[config.mk]
export PLATFORM = sky130hd
export DESIGN_NAME = pwm_slew_limiter_with_reverse_guard
export DESIGN_NICKNAME = d
export VERILOG_FILES = /design/src/hw/rtl/pwsl_pkg.sv /design/src/hw/rtl/pwm_slew_limiter_with_reverse_guard.sv
export SDC_FILE = /design/constraint.sdc
export NUM_CORES = 1
export LEC_CHECK = 0
export BUFFER_PORTS_ARGS = -buffer_cell sky130_fd_sc_hd__clkbuf_2
export CORE_MARGIN = 2
export CORE_UTILIZATION = 35
export DETAILED_ROUTE_END_ITERATION = 10
export PLACE_DENSITY = 0.5
export SYNTH_ARGS = -nofsm -noshare
export SYNTH_HDL_FRONTEND = slang
export SYNTH_SLANG_ARGS = --single-unit
[constraint.sdc]
create_clock -name clk -period 35.7 [get_ports clk]
set_input_delay 0 -clock clk [delete_from_list [all_inputs] [get_ports clk]]
set_output_delay 0 -clock clk [all_outputs]
set_load 0.005 [all_outputs]
[src/hw/rtl/pwsl_pkg.sv]
// ----------------------------------------------------------------------------
// pwsl_pkg: shared types and constants for the PWM slew limiter
// Gear codes, configuration register indexes, field widths, reset values and bridge pin patterns.
// ----------------------------------------------------------------------------
package pwsl_pkg;

  // field widths
  localparam int unsigned GEAR_W  = 2;
  localparam int unsigned PEDAL_W = 12;
  localparam int unsigned THR_W   = 13;
  localparam int unsigned DUTY_W  = 16;
  localparam int unsigned CFG_IDX_W = 3;
  localparam int unsigned CFG_DAT_W = 16;

  // gear codes carried on the input channel
  typedef enum logic [GEAR_W-1:0] {
    GEAR_OFF  = 2'd0,
    GEAR_FWD  = 2'd1,
    GEAR_REV  = 2'd2,
    GEAR_KEEP = 2'd3
  } gear_t;

  // configuration register indexes
  typedef enum logic [CFG_IDX_W-1:0] {
    CFG_ON_THRESHOLD = 3'd0,
    CFG_FULL_SCALE   = 3'd1,
    CFG_MAX_DUTY     = 3'd2,
    CFG_STEP_UP      = 3'd3,
    CFG_STEP_DOWN    = 3'd4
  } cfg_idx_t;

  // configuration reset values
  localparam logic [THR_W-1:0]  RST_ON_THRESHOLD = 13'd2250;
  localparam logic [THR_W-1:0]  RST_FULL_SCALE   = 13'd3600;
  localparam logic [DUTY_W-1:0] RST_MAX_DUTY     = 16'd3599;
  localparam logic [DUTY_W-1:0] RST_STEP_UP      = 16'd80;
  localparam logic [DUTY_W-1:0] RST_STEP_DOWN    = 16'd160;

  // bridge pin patterns, bit 0 forward, bit 1 reverse
  localparam logic [1:0] PINS_OFF = 2'b00;
  localparam logic [1:0] PINS_FWD = 2'b01;
  localparam logic [1:0] PINS_REV = 2'b10;

endpackage

[src/hw/rtl/pwm_slew_limiter_with_reverse_guard.sv]
// Path: a request accepted into the input register reaches the out_ ports
//   through the head register, or through the skid register while out_stall holds the head.
// Throughput: one request per cycle while out_stall is low; the two-entry result buffer
//   takes one more request while one result waits under out_stall, then in_stall rises.
// Reset (rst_n low, synchronous): duty 0, forward direction, pins low,
//   configuration back to its default values, both channels empty.
// ----------------------------------------------------------------------------
// pwm_slew_limiter_with_reverse_guard
// Slews the PWM duty toward a pedal setpoint and ramps to zero before any
// change of bridge direction.
// ----------------------------------------------------------------------------
module pwm_slew_limiter_with_reverse_guard
  import pwsl_pkg::*;
(
  input  logic                 clk,
  input  logic                 rst_n,
  // configuration write port
  input  logic                 cfg_we,
  input  logic [CFG_IDX_W-1:0] cfg_idx,
  input  logic [CFG_DAT_W-1:0] cfg_wdata,
  // input channel
  input  logic                 in_valid,
  output logic                 in_stall,
  input  logic [GEAR_W-1:0]    in_gear,
  input  logic [PEDAL_W-1:0]   in_pedal,
  // result channel
  output logic                 out_valid,
  input  logic                 out_stall,
  output logic [DUTY_W-1:0]    out_duty,
  output logic                 out_pin_forward,
  output logic                 out_pin_reverse,
  output logic                 out_reversal_ramp
);

  // one result as it travels through the output buffer
  typedef struct packed {
    logic [DUTY_W-1:0] duty;
    logic [1:0]        pins;
    logic              ramp;
  } result_t;

  // configuration registers
  logic [THR_W-1:0]  on_thr_r;
  logic [THR_W-1:0]  full_scale_r;
  logic [DUTY_W-1:0] max_duty_r;
  logic [DUTY_W-1:0] step_up_r;
  logic [DUTY_W-1:0] step_dn_r;

  // input register
  logic               in_valid_r;
  gear_t              gear_r;
  logic [PEDAL_W-1:0] pedal_r;

  // control state; direction flags are 1 for reverse
  logic [DUTY_W-1:0] duty_r,    duty_nxt;
  logic              req_rev_r, req_rev_nxt;
  logic              app_rev_r, app_rev_nxt;
  logic [1:0]        pins_r,    pins_nxt;

  // output buffer: head drives the ports, skid catches one more
  logic    head_vld_r, skid_vld_r;
  result_t head_r, skid_r;
  result_t res;

  logic in_acc, advance, pop;
  logic [DUTY_W-1:0] setpoint;
  logic [DUTY_W-1:0] diff;
  logic [DUTY_W-1:0] slewed;
  logic              reversing;

  // handshakes
  assign in_acc   = in_valid && !in_stall;
  assign advance  = in_valid_r && !skid_vld_r;
  assign in_stall = in_valid_r && skid_vld_r;
  assign pop      = head_vld_r && !out_stall;

  // configuration writes
  always_ff @(posedge clk) begin
    if (!rst_n) begin
      on_thr_r     <= RST_ON_THRESHOLD;
      full_scale_r <= RST_FULL_SCALE;
      max_duty_r   <= RST_MAX_DUTY;
      step_up_r    <= RST_STEP_UP;
      step_dn_r    <= RST_STEP_DOWN;
    end else if (cfg_we) begin
      unique case (cfg_idx)
        CFG_ON_THRESHOLD: on_thr_r     <= cfg_wdata[THR_W-1:0];
        CFG_FULL_SCALE:   full_scale_r <= cfg_wdata[THR_W-1:0];
        CFG_MAX_DUTY:     max_duty_r   <= cfg_wdata;
        CFG_STEP_UP:      step_up_r    <= cfg_wdata;
        CFG_STEP_DOWN:    step_dn_r    <= cfg_wdata;
        default: ;
      endcase
    end
  end

  // input register
  always_ff @(posedge clk) begin
    if (!rst_n) begin
      in_valid_r <= 1'b0;
    end else if (!in_stall) begin
      in_valid_r <= in_valid;
    end
  end

  always_ff @(posedge clk) begin
    if (in_acc) begin
      gear_r  <= gear_t'(in_gear);
      pedal_r <= in_pedal;
    end
  end

  // pedal to setpoint; the below-threshold test wins
  always_comb begin
    if ({1'b0, pedal_r} < on_thr_r) begin
      setpoint = '0;
    end else if ({1'b0, pedal_r} >= full_scale_r) begin
      setpoint = max_duty_r;
    end else begin
      setpoint = {{(DUTY_W-PEDAL_W){1'b0}}, pedal_r};
    end
  end

  // one control tick
  always_comb begin
    req_rev_nxt = req_rev_r;
    app_rev_nxt = app_rev_r;
    pins_nxt    = pins_r;
    duty_nxt    = duty_r;
    diff        = '0;
    slewed      = duty_r;
    reversing   = 1'b0;
    res.ramp    = 1'b0;

    case (gear_r)
      GEAR_FWD: req_rev_nxt = 1'b0;
      GEAR_REV: req_rev_nxt = 1'b1;
      default:  req_rev_nxt = req_rev_r;
    endcase

    if (gear_r == GEAR_OFF) begin
      // hard off, direction memory kept
      req_rev_nxt = req_rev_r;
      duty_nxt    = '0;
      pins_nxt    = PINS_OFF;
    end else begin
      reversing = (req_rev_nxt != app_rev_r) && (duty_r != '0);
      if (reversing) begin
        // ramp down with pins held
        duty_nxt = (duty_r > step_dn_r) ? (duty_r - step_dn_r) : '0;
        res.ramp = 1'b1;
      end else begin
        // apply the requested direction at zero duty
        if (duty_r == '0) begin
          app_rev_nxt = req_rev_nxt;
          pins_nxt    = req_rev_nxt ? PINS_REV : PINS_FWD;
        end
        // slew toward the setpoint, never past it
        if (setpoint > duty_r) begin
          diff   = setpoint - duty_r;
          slewed = duty_r + ((diff > step_up_r) ? step_up_r : diff);
        end else begin
          diff   = duty_r - setpoint;
          slewed = duty_r - ((diff > step_dn_r) ? step_dn_r : diff);
        end
        duty_nxt = (slewed > max_duty_r) ? max_duty_r : slewed;
      end
    end

    res.duty = duty_nxt;
    res.pins = pins_nxt;
  end

  // state update when the request leaves the input register
  always_ff @(posedge clk) begin
    if (!rst_n) begin
      duty_r    <= '0;
      req_rev_r <= 1'b0;
      app_rev_r <= 1'b0;
      pins_r    <= PINS_OFF;
    end else if (advance) begin
      duty_r    <= duty_nxt;
      req_rev_r <= req_rev_nxt;
      app_rev_r <= app_rev_nxt;
      pins_r    <= pins_nxt;
    end
  end

  // two-entry output buffer
  always_ff @(posedge clk) begin
    if (!rst_n) begin
      head_vld_r <= 1'b0;
      skid_vld_r <= 1'b0;
    end else begin
      if (!head_vld_r || pop) begin
        head_vld_r <= skid_vld_r || advance;
        skid_vld_r <= 1'b0;
      end else if (advance) begin
        skid_vld_r <= 1'b1;
      end
    end
  end

  always_ff @(posedge clk) begin
    if (!head_vld_r || pop) begin
      head_r <= skid_vld_r ? skid_r : res;
    end else if (advance) begin
      skid_r <= res;
    end
  end

  // result ports
  assign out_valid         = head_vld_r;
  assign out_duty          = head_r.duty;
  assign out_pin_forward   = head_r.pins[0];
  assign out_pin_reverse   = head_r.pins[1];
  assign out_reversal_ramp = head_r.ramp;

endmodule

==> flow_summary.toml <==
[route]
dr.first_iter.drc_count = 949
vias = 10550
drt-met1-wl_microns = 18110
wirelength_microns = 38400
drc_errors = 0
firstDrtPassIters = 7
met2WireLength_microns = 17820
top_layer_used = "met4"
avgViaCountPerCell = 5.405
wire_per_inst_microns = 19.68
ant_nets = 0
wl_met3_microns = 1528

[worst_setup_path]
slowest_stage = "a2111oi_1"
critPathLaunch = "pedal_r[1]$_DFFE_PP_"
r2r_start = "pedal_r[1]$_DFFE_PP_"
cp.arrival_ns = 12.62
worstSetupStartpointType = "flip-flop"
path_common_cell = "a21o_1"
path_max_fanout = 36
cp_slowest_stage_delay_ns = 0.78
end_kind = "flip-flop"
critPathKind = "reg -> reg"
worst_ep_required_time_ns = 35.89

[outcome]
status = "finished clean"

[timing]
timing.fmax_ghz = 0.08048
whs_ns = 0.09500
setup_violations = 0
finalMaxSlewViolations = 0
maxSlewHeadroom_pct = 31.96
worstMarginPinSlew_ns = 1.021
finalHoldViolCount = 0
fin_crit_sh_pct = 34.81
setup_tns_ns = 0
rsz0062_at_grt = "false"
finalCriticalPeriod_ns = 12.43
fin_skew_ns = 0.01169

[layout]
final_cells = 1951
area_growth_pct = 13.61
drive_gt1_share_pct = 9.647
layout_common_cells = "nand2_1 (223), ha_1 (136), inv_1 (108)"
nNetsFinal = 1668
num_antenna_cells = 0
layout_commonest_cell = "nand2_1"

[hold_path]
hp-class = "in -> reg"
min_from = "out_stall"

[place]
gp_congestion = 0.9105
io_buffers = 58
hpwl_microns = 30200
placed_cells = 1888

[clocking]
tritoncts = "yes"
clockBufferDepth = 2
cts.htree.levels = 4
clkLatencyLatePin_ns = 0.44
post_cts_resized = 0
cts.sinks = 149
cts_root_buf = "clkbuf_16"
numCtsBuffers = 17
clkTransAtPathRegs_ns = 0.07

[die]
fp.dieH_microns = 188.3
start_util_pct = 35.53
core_sq_um = 33450
rows = 67
io_pins = 59
die_w_microns = 188.3
die_area_sq_um = 35450

[synthesis]
synth_top_flop_cell = "dfxtp_1"
synth.distinct_cells = 81
syn_nets = 1613
synth_edf_count = 52
avgSynthCellArea_sq_um = 8.282
synth_cells = 1435
yosysSeqAreaShare_pct = 29.48
synthesis.area_sq_um = 11890
synth-async-reset-ratio_pct = 0
ys_seq_elements = 149
ys_warn_count = 0

[global_route]
grt_antenna_before_repair = 0
grt.overflow.total = 0
grt_pass1_wl_microns = 59370
grt_max_degree = 98
grtUsageTotal_pct = 21.92
grt_pass1_vias = 10090

[run]
cap_viol_max_count = 0
==> metrics by stage <==
step | utilization (%) | instance area (sq um) | setup slack, ns
6_report | 40.37 | 13500 | 23.27
3_5_place_dp | 37.65 | 12590 | 23.38
4_1_cts | 40.37 | 13500 | 23.36
3_3_place_gp | 37.65 | 12590 | 23.73
2_1_floorplan | - | 11890 | 24.46
5_1_grt | 40.37 | 13500 | 22.39
==> kinds of logic after synthesis <==
group / after synthesis / share of synthesized area (%)
adders and majority gates: 140 / 14.99
buffers and inverters: 175 / 5.748
DFF: 149 / 29.48
and+or+nand+nor: 462 / 18.15
muxes: 38 / 3.390
xor gates and xnor gates: 69 / 5.085
AOI/OAI and AO/OA: 402 / 23.16
==> layer usage <==
metal | GRT usage [%] | vias to the layer above
li1 | - | 5225
met1 | 30.01 | 5031
met2 | 35.95 | 247
met3 | 2.608 | 42
met4 | 6.996 | 0
met5 | 0 | -
==> critical path: cells and delay by family (launching register included) <==
kind                       cells  cell delay, ns
and+or+nand+nor                5            0.93
DFF                            1            0.44
AOI/OAI and AO/OA             30            6.48
muxes                          3            0.88
buffers and inverters          4            1.10
xor gates and xnor gates       2            0.31
adders and majority gates      6            2.01
==> flip-flops by register name (all words and copies together), names as in the netlist <==
name	flops
out_pin_reverse	1
pedal_r	12
skid_vld_r	1
skid_r	19
out_duty	16
on_thr_r	13
app_rev_r	1
step_dn_r	16
out_valid	1
full_scale_r	13
out_pin_forward	1
req_rev_r	1
in_valid_r	1
pins_r	2
step_up_r	16
duty_r	16
gear_r	2
out_reversal_ramp	1
max_duty_r	16
==> worst paths after layout <==
kind / slack, ns / endpoint / cells past startpoint
setup reg to reg: 23.27 / out_duty[12]$_DFFE_PP_ / 50
hold reg to reg: 0.47 / on_thr_r[8]$_SDFFE_PN0P_ / 2
setup / recovery: 23.27 / out_duty[12]$_DFFE_PP_ / 50
hold / removal: 0.1 / out_pin_reverse$_DFFE_PP_ / 3
==> synth_stat cells, types with 17 or more instances <==
library cell | n | area share, %
mux2i_1 | 20 | 1.7
nand3_1 | 28 | 1.2
o211ai_1 | 40 | 2.5
o211a_1 | 18 | 1.5
xnor2_1 | 50 | 3.7
xor2_1 | 19 | 1.4
clkbuf_1 | 55 | 1.7
a21o_1 | 44 | 2.8
a21boi_0 | 58 | 3.7
nand2b_1 | 25 | 1.3
edfxtp_1 | 52 | 13
nand2_1 | 223 | 7.0
inv_1 | 108 | 3.4
a21oi_1 | 90 | 3.8
nor2_1 | 78 | 2.5
ha_1 | 136 | 14
nor3_1 | 17 | 0.72
dfxtp_1 | 97 | 16
mux2_2 | 18 | 1.7
nand4_1 | 18 | 0.95
o21ai_0 | 59 | 2.5
==> final cells by class <==
class / instances / area [sq um]
clock buffers: 19 / 475.5
inverters: 109 / 409.1
well taps: 448 / 560.5
clock inverters: 13 / 125.1
multi-input cells: 1111 / 7731
fillers: 3412 / 19950
repair buffers: 102 / 698.2
flip-flops and latches: 149 / 3503
==> repair_timing <==
| item | 4_1_cts | 5_1_grt |
|---|---|---|
| hold buffers | 31 | 0 |
| setup buffers | 0 | 0 |
| endpoints found under the hold margin | 83 | 0 |
Power is left out: the tool's default activity adds up to more than one toggle a clock period on the data nets, which glitch-free logic cannot reach.
